**src/design/qrn_pkg.sv**
```systemverilog
// Shared types, constants and the control program of the Q16.16 reciprocal unit.
// Used by the sequencer, the datapath and the top level; depends on nothing.
`default_nettype none
package qrn_pkg;

  localparam int MAX_ITERATIONS = 16;
  localparam int N_W            = $clog2(MAX_ITERATIONS + 1);
  typedef logic [N_W-1:0] iter_t;

  localparam logic [31:0] Q_TWO        = 32'h0002_0000;
  localparam logic [31:0] Q_48_OVER_17 = 32'd185043;
  localparam logic [31:0] Q_32_OVER_17 = 32'd123362;
  localparam logic [15:0] TOL_RESET    = 16'd66;

  localparam logic [1:0] ST_CONV  = 2'd0;
  localparam logic [1:0] ST_ZERO  = 2'd1;
  localparam logic [1:0] ST_LIMIT = 2'd2;

  // datapath operations
  localparam logic [3:0] OP_NOP   = 4'd0;
  localparam logic [3:0] OP_LOAD  = 4'd1;
  localparam logic [3:0] OP_ZCHK  = 4'd2;
  localparam logic [3:0] OP_NORM  = 4'd3;
  localparam logic [3:0] OP_GMUL  = 4'd4;
  localparam logic [3:0] OP_GUESS = 4'd5;
  localparam logic [3:0] OP_MDX   = 4'd6;
  localparam logic [3:0] OP_SUB   = 4'd7;
  localparam logic [3:0] OP_MTX   = 4'd8;
  localparam logic [3:0] OP_UPD   = 4'd9;
  localparam logic [3:0] OP_OUT   = 4'd10;

  // sequencing
  localparam logic [2:0] SEQ_NEXT     = 3'd0;
  localparam logic [2:0] SEQ_JUMP     = 3'd1;
  localparam logic [2:0] SEQ_IF_ZERO  = 3'd2;
  localparam logic [2:0] SEQ_LOOP     = 3'd3;
  localparam logic [2:0] SEQ_WAIT_IN  = 3'd4;
  localparam logic [2:0] SEQ_WAIT_OUT = 3'd5;

  localparam int PC_W = 4;
  typedef logic [PC_W-1:0] pc_t;

  localparam pc_t PC_WAIT = 4'd0;
  localparam pc_t PC_ZCHK = 4'd1;
  localparam pc_t PC_N16  = 4'd2;
  localparam pc_t PC_N8   = 4'd3;
  localparam pc_t PC_N4   = 4'd4;
  localparam pc_t PC_N2   = 4'd5;
  localparam pc_t PC_N1   = 4'd6;
  localparam pc_t PC_GMUL = 4'd7;
  localparam pc_t PC_GESS = 4'd8;
  localparam pc_t PC_MDX  = 4'd9;
  localparam pc_t PC_SUB  = 4'd10;
  localparam pc_t PC_MTX  = 4'd11;
  localparam pc_t PC_UPD  = 4'd12;
  localparam pc_t PC_DONE = 4'd13;

  typedef struct packed {
    logic [3:0] op;
    logic [2:0] seq;
    pc_t        target;
    logic [4:0] sh;
  } uword_t;

  typedef struct packed {
    logic [3:0] op;
    logic       fire;
  } dp_ctl_t;

  typedef struct packed {
    logic zero;
    logic stop;
  } dp_stat_t;

  function automatic uword_t ucode(input pc_t pc);
    uword_t w;
    w = '{op: OP_NOP, seq: SEQ_JUMP, target: PC_WAIT, sh: 5'd0};
    unique case (pc)
      PC_WAIT: w = '{op: OP_LOAD,  seq: SEQ_WAIT_IN,  target: PC_WAIT, sh: 5'd0};
      PC_ZCHK: w = '{op: OP_ZCHK,  seq: SEQ_IF_ZERO,  target: PC_DONE, sh: 5'd0};
      PC_N16:  w = '{op: OP_NORM,  seq: SEQ_NEXT,     target: PC_WAIT, sh: 5'd16};
      PC_N8:   w = '{op: OP_NORM,  seq: SEQ_NEXT,     target: PC_WAIT, sh: 5'd8};
      PC_N4:   w = '{op: OP_NORM,  seq: SEQ_NEXT,     target: PC_WAIT, sh: 5'd4};
      PC_N2:   w = '{op: OP_NORM,  seq: SEQ_NEXT,     target: PC_WAIT, sh: 5'd2};
      PC_N1:   w = '{op: OP_NORM,  seq: SEQ_NEXT,     target: PC_WAIT, sh: 5'd1};
      PC_GMUL: w = '{op: OP_GMUL,  seq: SEQ_NEXT,     target: PC_WAIT, sh: 5'd0};
      PC_GESS: w = '{op: OP_GUESS, seq: SEQ_NEXT,     target: PC_WAIT, sh: 5'd0};
      PC_MDX:  w = '{op: OP_MDX,   seq: SEQ_NEXT,     target: PC_WAIT, sh: 5'd0};
      PC_SUB:  w = '{op: OP_SUB,   seq: SEQ_NEXT,     target: PC_WAIT, sh: 5'd0};
      PC_MTX:  w = '{op: OP_MTX,   seq: SEQ_NEXT,     target: PC_WAIT, sh: 5'd0};
      PC_UPD:  w = '{op: OP_UPD,   seq: SEQ_LOOP,     target: PC_MDX,  sh: 5'd0};
      PC_DONE: w = '{op: OP_OUT,   seq: SEQ_WAIT_OUT, target: PC_WAIT, sh: 5'd0};
      default: w = '{op: OP_NOP,   seq: SEQ_JUMP,     target: PC_WAIT, sh: 5'd0};
    endcase
    return w;
  endfunction

  // iterations field saturates at 31
  function automatic logic [4:0] iter_sat(input iter_t n);
    if (N_W > 5 && int'(n) > 31) return 5'd31;
    return 5'(n);
  endfunction

endpackage
`default_nettype wire

```
**src/design/qrn_sequencer.sv**
```systemverilog
// Step counter and control-word ROM of the reciprocal unit.
// Depends on qrn_pkg (program table, op and sequencing codes).
`default_nettype none
module qrn_sequencer
  import qrn_pkg::*;
(
  input  wire logic     clk,
  input  wire logic     rst_n,
  input  wire logic     in_valid,
  input  wire logic     out_free,
  input  wire dp_stat_t stat,
  output dp_ctl_t       ctl,
  output logic [4:0]    sh,
  output logic          in_ready,
  output logic          out_load
);

  pc_t    pc_r, pc_nxt;
  uword_t uw;
  logic   fire;

  assign uw = ucode(pc_r);

  always_comb begin
    case (uw.seq)
      SEQ_WAIT_IN:  fire = in_valid;
      SEQ_WAIT_OUT: fire = out_free;
      default:      fire = 1'b1;
    endcase
  end

  always_comb begin
    unique case (uw.seq)
      SEQ_NEXT:     pc_nxt = pc_r + pc_t'(1);
      SEQ_JUMP:     pc_nxt = uw.target;
      SEQ_IF_ZERO:  pc_nxt = stat.zero ? uw.target : pc_r + pc_t'(1);
      SEQ_LOOP:     pc_nxt = stat.stop ? pc_r + pc_t'(1) : uw.target;
      SEQ_WAIT_IN:  pc_nxt = in_valid ? pc_r + pc_t'(1) : pc_r;
      SEQ_WAIT_OUT: pc_nxt = out_free ? uw.target : pc_r;
      default:      pc_nxt = PC_WAIT;
    endcase
  end

  always_ff @(posedge clk) begin
    if (!rst_n) begin
      pc_r <= PC_WAIT;
    end else begin
      pc_r <= pc_nxt;
    end
  end

  assign ctl.op   = uw.op;
  assign ctl.fire = fire;
  assign sh       = uw.sh;
  assign in_ready = (uw.seq == SEQ_WAIT_IN);
  assign out_load = (uw.op == OP_OUT) && fire;

endmodule
`default_nettype wire

```
**src/design/qrn_datapath.sv**
```systemverilog
// Datapath: normalizer, shared 32x32 multiplier with registered product, estimate
// and convergence logic. Depends on qrn_pkg; steered by qrn_sequencer.
`default_nettype none
module qrn_datapath
  import qrn_pkg::*;
(
  input  wire logic        clk,
  input  wire dp_ctl_t     ctl,
  input  wire logic [4:0]  sh,
  input  wire logic [31:0] divisor,
  input  wire logic [15:0] tol,
  output dp_stat_t         stat,
  output logic [31:0]      recip,
  output iter_t            iters,
  output logic [1:0]       status
);

  logic [31:0] d_r, nv_r, x_r, t_r, pq_r;
  logic [4:0]  z_r;
  iter_t       n_r;
  logic [1:0]  st_r;

  logic [31:0] mul_a, mul_b, est, guess, diff, dsum;
  logic [63:0] prod;
  logic        conv, top_zero;

  always_comb begin
    case (ctl.op)
      OP_GMUL: begin
        mul_a = {16'd0, nv_r[31:16]};
        mul_b = Q_32_OVER_17;
      end
      OP_MTX: begin
        mul_a = t_r;
        mul_b = x_r;
      end
      default: begin
        mul_a = d_r;
        mul_b = x_r;
      end
    endcase
  end

  assign prod     = 64'(mul_a) * 64'(mul_b);
  assign top_zero = (nv_r >> (6'd32 - 6'(sh))) == 32'd0;
  assign est      = Q_48_OVER_17 - pq_r;
  assign guess    = z_r[4] ? (est >> z_r[3:0]) : (est << (5'd16 - z_r));
  assign diff     = pq_r - x_r;
  assign dsum     = diff + {16'd0, tol};
  assign conv     = dsum <= {15'd0, tol, 1'b0};

  always_ff @(posedge clk) begin
    if (ctl.fire) begin
      case (ctl.op)
        OP_LOAD: begin
          d_r  <= divisor;
          nv_r <= divisor;
          z_r  <= 5'd0;
          n_r  <= '0;
        end
        OP_ZCHK: begin
          if (d_r == 32'd0) begin
            x_r  <= 32'hFFFF_FFFF;
            st_r <= ST_ZERO;
          end
        end
        OP_NORM: begin
          if (top_zero) begin
            nv_r <= nv_r << sh;
            z_r  <= z_r + sh;
          end
        end
        OP_GMUL, OP_MDX, OP_MTX: pq_r <= prod[47:16];
        OP_GUESS: x_r <= guess;
        OP_SUB:   t_r <= Q_TWO - pq_r;
        OP_UPD: begin
          x_r  <= pq_r;
          n_r  <= n_r + iter_t'(1);
          st_r <= conv ? ST_CONV : ST_LIMIT;
        end
        default: ;
      endcase
    end
  end

  assign stat.zero = (d_r == 32'd0);
  assign stat.stop = conv || (n_r == iter_t'(MAX_ITERATIONS - 1));
  assign recip     = x_r;
  assign iters     = n_r;
  assign status    = st_r;

endmodule
`default_nettype wire

```
**src/design/q16_reciprocal_newton.sv**
```systemverilog
// A request runs N Newton steps (N = 1..MAX_ITERATIONS), none for a zero divisor. Each step
// is four microcode steps around the one shared 32x32 multiplier; normalization takes five
// steps. One request at a time: the next is taken the cycle after the result has entered
// the output register, so a new divisor is never taken while one is still in work.
// Reset (rst_n low, synchronous) idles the sequencer, empties the output register, tol 66.
`default_nettype none
module q16_reciprocal_newton
  import qrn_pkg::*;
(
  input  wire logic        clk,
  input  wire logic        rst_n,
  input  wire logic        cfg_valid,
  output logic             cfg_ready,
  input  wire logic [15:0] cfg_data,    // tolerance
  input  wire logic        in_tvalid,
  output logic             in_tready,
  input  wire logic [31:0] in_tdata,    // [31:0] divisor
  output logic             out_tvalid,
  input  wire logic        out_tready,
  output logic [39:0]      out_tdata,   // [31:0] reciprocal, [36:32] iterations, rest 0
  output logic [1:0]       out_tuser    // [1:0] status
);

  logic [15:0] tol_r;
  logic        out_valid_r, out_valid_nxt;
  logic [31:0] out_recip_r;
  logic [4:0]  out_iter_r;
  logic [1:0]  out_st_r;

  dp_ctl_t     ctl;
  dp_stat_t    stat;
  logic        out_free, out_load;
  logic [31:0] recip;
  iter_t       iters;
  logic [1:0]  status;
  logic [4:0]  sh;

  assign out_free  = !out_valid_r || out_tready;
  assign cfg_ready = 1'b1;

  qrn_sequencer u_seq (
    .clk      (clk),
    .rst_n    (rst_n),
    .in_valid (in_tvalid),
    .out_free (out_free),
    .stat     (stat),
    .ctl      (ctl),
    .sh       (sh),
    .in_ready (in_tready),
    .out_load (out_load)
  );

  qrn_datapath u_dp (
    .clk     (clk),
    .ctl     (ctl),
    .sh      (sh),
    .divisor (in_tdata),
    .tol     (tol_r),
    .stat    (stat),
    .recip   (recip),
    .iters   (iters),
    .status  (status)
  );

  always_comb begin
    out_valid_nxt = out_valid_r;
    if (out_load)        out_valid_nxt = 1'b1;
    else if (out_tready) out_valid_nxt = 1'b0;
  end

  always_ff @(posedge clk) begin
    if (!rst_n) begin
      tol_r       <= TOL_RESET;
      out_valid_r <= 1'b0;
    end else begin
      if (cfg_valid) tol_r <= cfg_data;
      out_valid_r <= out_valid_nxt;
    end
  end

  always_ff @(posedge clk) begin
    if (out_load) begin
      out_recip_r <= recip;
      out_iter_r  <= iter_sat(iters);
      out_st_r    <= status;
    end
  end

  assign out_tvalid = out_valid_r;
  assign out_tdata  = {3'd0, out_iter_r, out_recip_r};
  assign out_tuser  = out_st_r;

  a_accept_busy: assert property (@(posedge clk) disable iff (!rst_n)
    (in_tvalid && in_tready) |=> !in_tready)
    else $error("sequencer still ready after taking a request");

  a_zero_result: assert property (@(posedge clk) disable iff (!rst_n)
    (out_load && status == ST_ZERO) |-> (recip == 32'hFFFF_FFFF && iters == '0))
    else $error("zero divisor result malformed");

  a_limit_count: assert property (@(posedge clk) disable iff (!rst_n)
    (out_load && status == ST_LIMIT) |-> (iters == iter_t'(MAX_ITERATIONS)))
    else $error("iteration limit flagged at wrong count");

  a_conv_count: assert property (@(posedge clk) disable iff (!rst_n)
    (out_load && status == ST_CONV) |-> (iters != '0))
    else $error("converged with no Newton step");

endmodule
`default_nettype wire

```
**config.mk**
```make
export PLATFORM = sky130hd
export DESIGN_NAME = q16_reciprocal_newton
export DESIGN_NICKNAME = d
export VERILOG_FILES = /design/src/design/qrn_pkg.sv /design/src/design/qrn_sequencer.sv /design/src/design/qrn_datapath.sv /design/src/design/q16_reciprocal_newton.sv
export SDC_FILE = /design/constraint.sdc
export NUM_CORES = 2
export LEC_CHECK = 0
export ABC_AREA = 1
export BUFFER_PORTS_ARGS = -buffer_cell sky130_fd_sc_hd__buf_2
export CORE_MARGIN = 2
export CORE_UTILIZATION = 55
export DETAILED_ROUTE_END_ITERATION = 10
export PLACE_DENSITY = 0.75
export SYNTH_ARGS = -nofsm -noshare
export SYNTH_HDL_FRONTEND = slang
export SYNTH_HIERARCHICAL = 1
export SYNTH_SLANG_ARGS = --single-unit
```
**constraint.sdc**
```tcl
create_clock -name clk -period 23.1 [get_ports clk]
set_input_delay 2.31 -clock clk [delete_from_list [all_inputs] [get_ports clk]]
set_output_delay 2.31 -clock clk [all_outputs]
set_load 0.02 [all_outputs]
```
==> results summary <==
The flow ran to the end, and the final reports show no timing, DRC or antenna violations. The flip-flop cell with the highest count after synthesis is sky130_fd_sc_hd__edfxtp_1. The number of design rule violations left after detail routing is 0.

The detail-routed net length per standard cell is around 25 um. Among the stages of the critical path, the cell type that occurs most often is sky130_fd_sc_hd__fa_1. The clock sink count came out at between 200 and 250. CTS built an H-tree with a depth of 1. Dividing the detail-routed via count by the number of cells gives just under 6. In this run the remaining antenna-violating nets after routing total 0.

The cell type with the largest total area after synthesis is sky130_fd_sc_hd__fa_1. The HPWL after detailed placement came out at 144000 um. The number of instances in the synthesized netlist is about 6200. The final worst clock skew is 0.0387 ns. The area growth from synthesis to final layout is 5.29%.

The yosys synthesis warning count is 6. Across all layers, the routed design uses roughly 44000 vias. The tightest min-delay check is of the reg2reg type. The fraction of met2 tracks used by global routing is 0.653. The first-pass GRT wire length came out at between 200000 and 300000 um. After clock tree synthesis, the repair step resized 0 gates. The sum of routed wire length over all layers came out at ~180000 um. Headroom to the max-slew limit came out at 0.0795. The part of the Yosys area used for sequential elements is 0.147. The aggregate global-route resource usage is 0.414.

The initial antenna violation count was 0. The kind of capture point of the worst setup path is a flip-flop. At the end of routability-driven placement, the weighted congestion stood at around 1.0.

Of the post-synthesis cell area, the dominant cell type holds 0.333. The final layout contains about 7300 nets. After global routing, the most crowded layer is met2. The synthesized design contains 245 register bits.

STA puts the critical path data arrival time at between 9 and 10 ns. The total cell area at the placement stage is 0.0492 mm^2. The placed cell count is around 7300. The number of pins exceeding their max-slew limit in the final report came out at 0.

After synthesis, the share of flip-flops with an asynchronous set or reset is 0. For the worst setup path, the data required time is around 23 ns. Setup repair after global routing left no endpoint under its margin. The aggregate negative setup slack came out at 0 ns.

The count of buffers from port buffering is between 90 and 100. The number of enable-type register cells in the synthesized netlist came out at 211. 98 I/O pins were placed.

The later-pin clock latency in the skew report is between 0.6 and 0.7 ns. The setup-violating endpoint count in the final report is 0. The end of the worst register-to-register path is u_dp/pq_r[28]. The master of the slowest instance on the critical path is sky130_fd_sc_hd__a21oi_4. The critical path ends at u_dp/pq_r[28]. The vertical die dimension came out at ~300 um.

For this run, global-route usage on met3 was measured as 0.0850. For the finished layout, the period the worst path requires is 9.46 ns. The synthesized area divided by synthesized cell count is between 7 and 8 um^2. The TritonCTS clock tree is yes.

The cell at the root of the clock tree is sky130_fd_sc_hd__clkbuf_16. Clock tree synthesis inserted a total of 31 buffers. The final-report hold violation count is 0. The startpoint class of the critical path is a flip-flop.

The post-CTS setup-driven buffer insertion count came out at 0. Setup slack on the worst reg-to-reg path comes out at ~14 ns. The timing startpoint of the critical path is u_seq/uw[13]. For this run, global-route usage on met1 was measured as 0.520. The initial cell density of the core came out at 0.553. The number of cells on the worst reg-to-reg path came out at 30. The count of unique library cells instantiated by Yosys is 70. The count of non-filler cells in the finished layout is roughly 7400. The total global routing overflow came out at 0.

The width of the die came out at between 200 and 300 um. The worst-path maximum fanout came out at 29. The total die area is 0.0892 mm^2.

The share of post-route cells with drive strength above 1 came out at 0.0624. The setup path with the least slack is of type reg2reg. The clock tree buffer depth is 3. The largest stage delay on the critical path is 0.85 ns. The number of global-route vias before repair is roughly 45000. The max-cap violation count came out at 0. In this run the standard cell core region covers around 0.086 mm^2. The clock transition at the registers of the reported paths came out at roughly 0.070 ns. After the first detailed-routing iteration, the DRC count stood at between 4000 and 5000.

The finished cells cover approximately 0.05 mm^2. The number of cell rows came out at about 110. After synthesis the cells add up to around 0.048 mm^2. Entering global routing, the biggest net connects 47 pins. The number of search-and-repair iterations in the first detailed-routing pass came out at 8. In the post-synthesis netlist, the biggest area contributors are sky130_fd_sc_hd__fa_1 33%, sky130_fd_sc_hd__edfxtp_1 13%, sky130_fd_sc_hd__nand2_1 10%. The worst register-to-register path begins at u_seq/uw[13]. The transition at the pin with the smallest max-transition slack is 1.38 ns. Derived from the worst setup path, the maximum achievable clock frequency is about 110 MHz. The final critical-path share of the clock period is 0.409. In this run, post-CTS hold repair placed 0 buffers.
cell type report:
cell class | count | area, um^2
Antenna cell | 1 | 2.50
Clock buffer | 34 | 807
Clock inverter | 24 | 259
Fill cell | 8056 | 36100
Inverter | 1241 | 4690
Multi-Input combinational cell | 4487 | 35000
Sequential cell | 245 | 7020
Tap cell | 1155 | 1450
Timing Repair Buffer | 173 | 1070
how the worst min path moves through the flow:
stage,start,end,slack [ns],cells after the start
2_1_floorplan,u_dp/status[0],out_tuser[0],0.40,0
3_3_place_gp,u_dp/status[0],out_tuser[0],0.41,0
3_5_place_dp,u_dp/status[0],out_tuser[0],0.42,0
4_1_cts,u_dp/status[0],out_tuser[0],0.43,0
5_1_grt,u_dp/status[0],out_tuser[0],0.44,0
6_report,u_dp/status[0],out_tuser[0],0.43,0
logic make-up after synthesis:
logic type | Yosys count | share of synthesized area
AND/OR/NAND/NOR | 2798 | 0.247
buffers and inverters | 1498 | 0.123
adder cells (fa/ha/maj) | 1045 | 0.399
AO/OA/AOI/OAI | 539 | 0.0648
flip-flops | 245 | 0.147
XOR/XNOR | 93 | 0.0175
multiplexers | 8 | 0.00168
other | 2 | 0.000157
routing by layer:
metal	up-vias	routed length, um
met2	2679	82400
met4	0	14800
met1	21400	66100
li1	19000	-
met3	691	20000
met5	-	0
Yosys cell counts, types with 47 or more instances:
cell type,number
sky130_fd_sc_hd__nand4_1,47
sky130_fd_sc_hd__ha_1,250
sky130_fd_sc_hd__fa_1,795
sky130_fd_sc_hd__clkbuf_1,156
sky130_fd_sc_hd__inv_1,1191
sky130_fd_sc_hd__a21oi_1,170
sky130_fd_sc_hd__o21ai_0,230
sky130_fd_sc_hd__nand3_1,468
sky130_fd_sc_hd__nor2_1,815
sky130_fd_sc_hd__nand2_1,1323
sky130_fd_sc_hd__xor2_1,77
sky130_fd_sc_hd__edfxtp_1,211
critical path: cells and delay by family (launching register included):
family	cells	cell delay [ns]
fa+ha+maj	9	4.54
simple gates	6	1.35
buf+inv	7	0.53
flops	1	0.36
compound gates	8	2.38
sequential cells by signal, indices dropped and copies added, names as in the netlist, 4 cells and up:
signal	count
u_dp/nv_r	32
u_dp/z_r	5
out_recip_r	32
u_seq/uw	13
u_dp/pq_r	32
u_dp/iters	5
u_dp/recip	32
tol_r	16
u_seq/pc_r	4
out_iter_r	5
u_dp/t_r	32
u_dp/d_r	32
cell usage in the layout (no fill, tap or decap), types with 93 or more instances in the layout:
master                        n
sky130_fd_sc_hd__inv_1     1190
sky130_fd_sc_hd__fa_1       795
sky130_fd_sc_hd__nor2_1     809
sky130_fd_sc_hd__nand3_1    468
sky130_fd_sc_hd__nand2_1   1322
sky130_fd_sc_hd__edfxtp_1   211
sky130_fd_sc_hd__a21oi_1    161
sky130_fd_sc_hd__buf_2       93
sky130_fd_sc_hd__o21ai_0    230
sky130_fd_sc_hd__ha_1       250
per-stage QoR:
stage | util | hold WS (ns) | worst slack (ns)
after detailed placement | 0.570 | 0.417 | 13.83
after global placement | 0.570 | 0.407 | 13.90
final | 0.582 | 0.429 | 13.64
after global routing | 0.582 | 0.441 | 13.33
after floorplan | - | 0.400 | 15.37
after CTS | 0.582 | 0.431 | 13.83
Power is not shown: default switching activity piles up to over one toggle a cycle in this logic, so the estimate is an artifact.
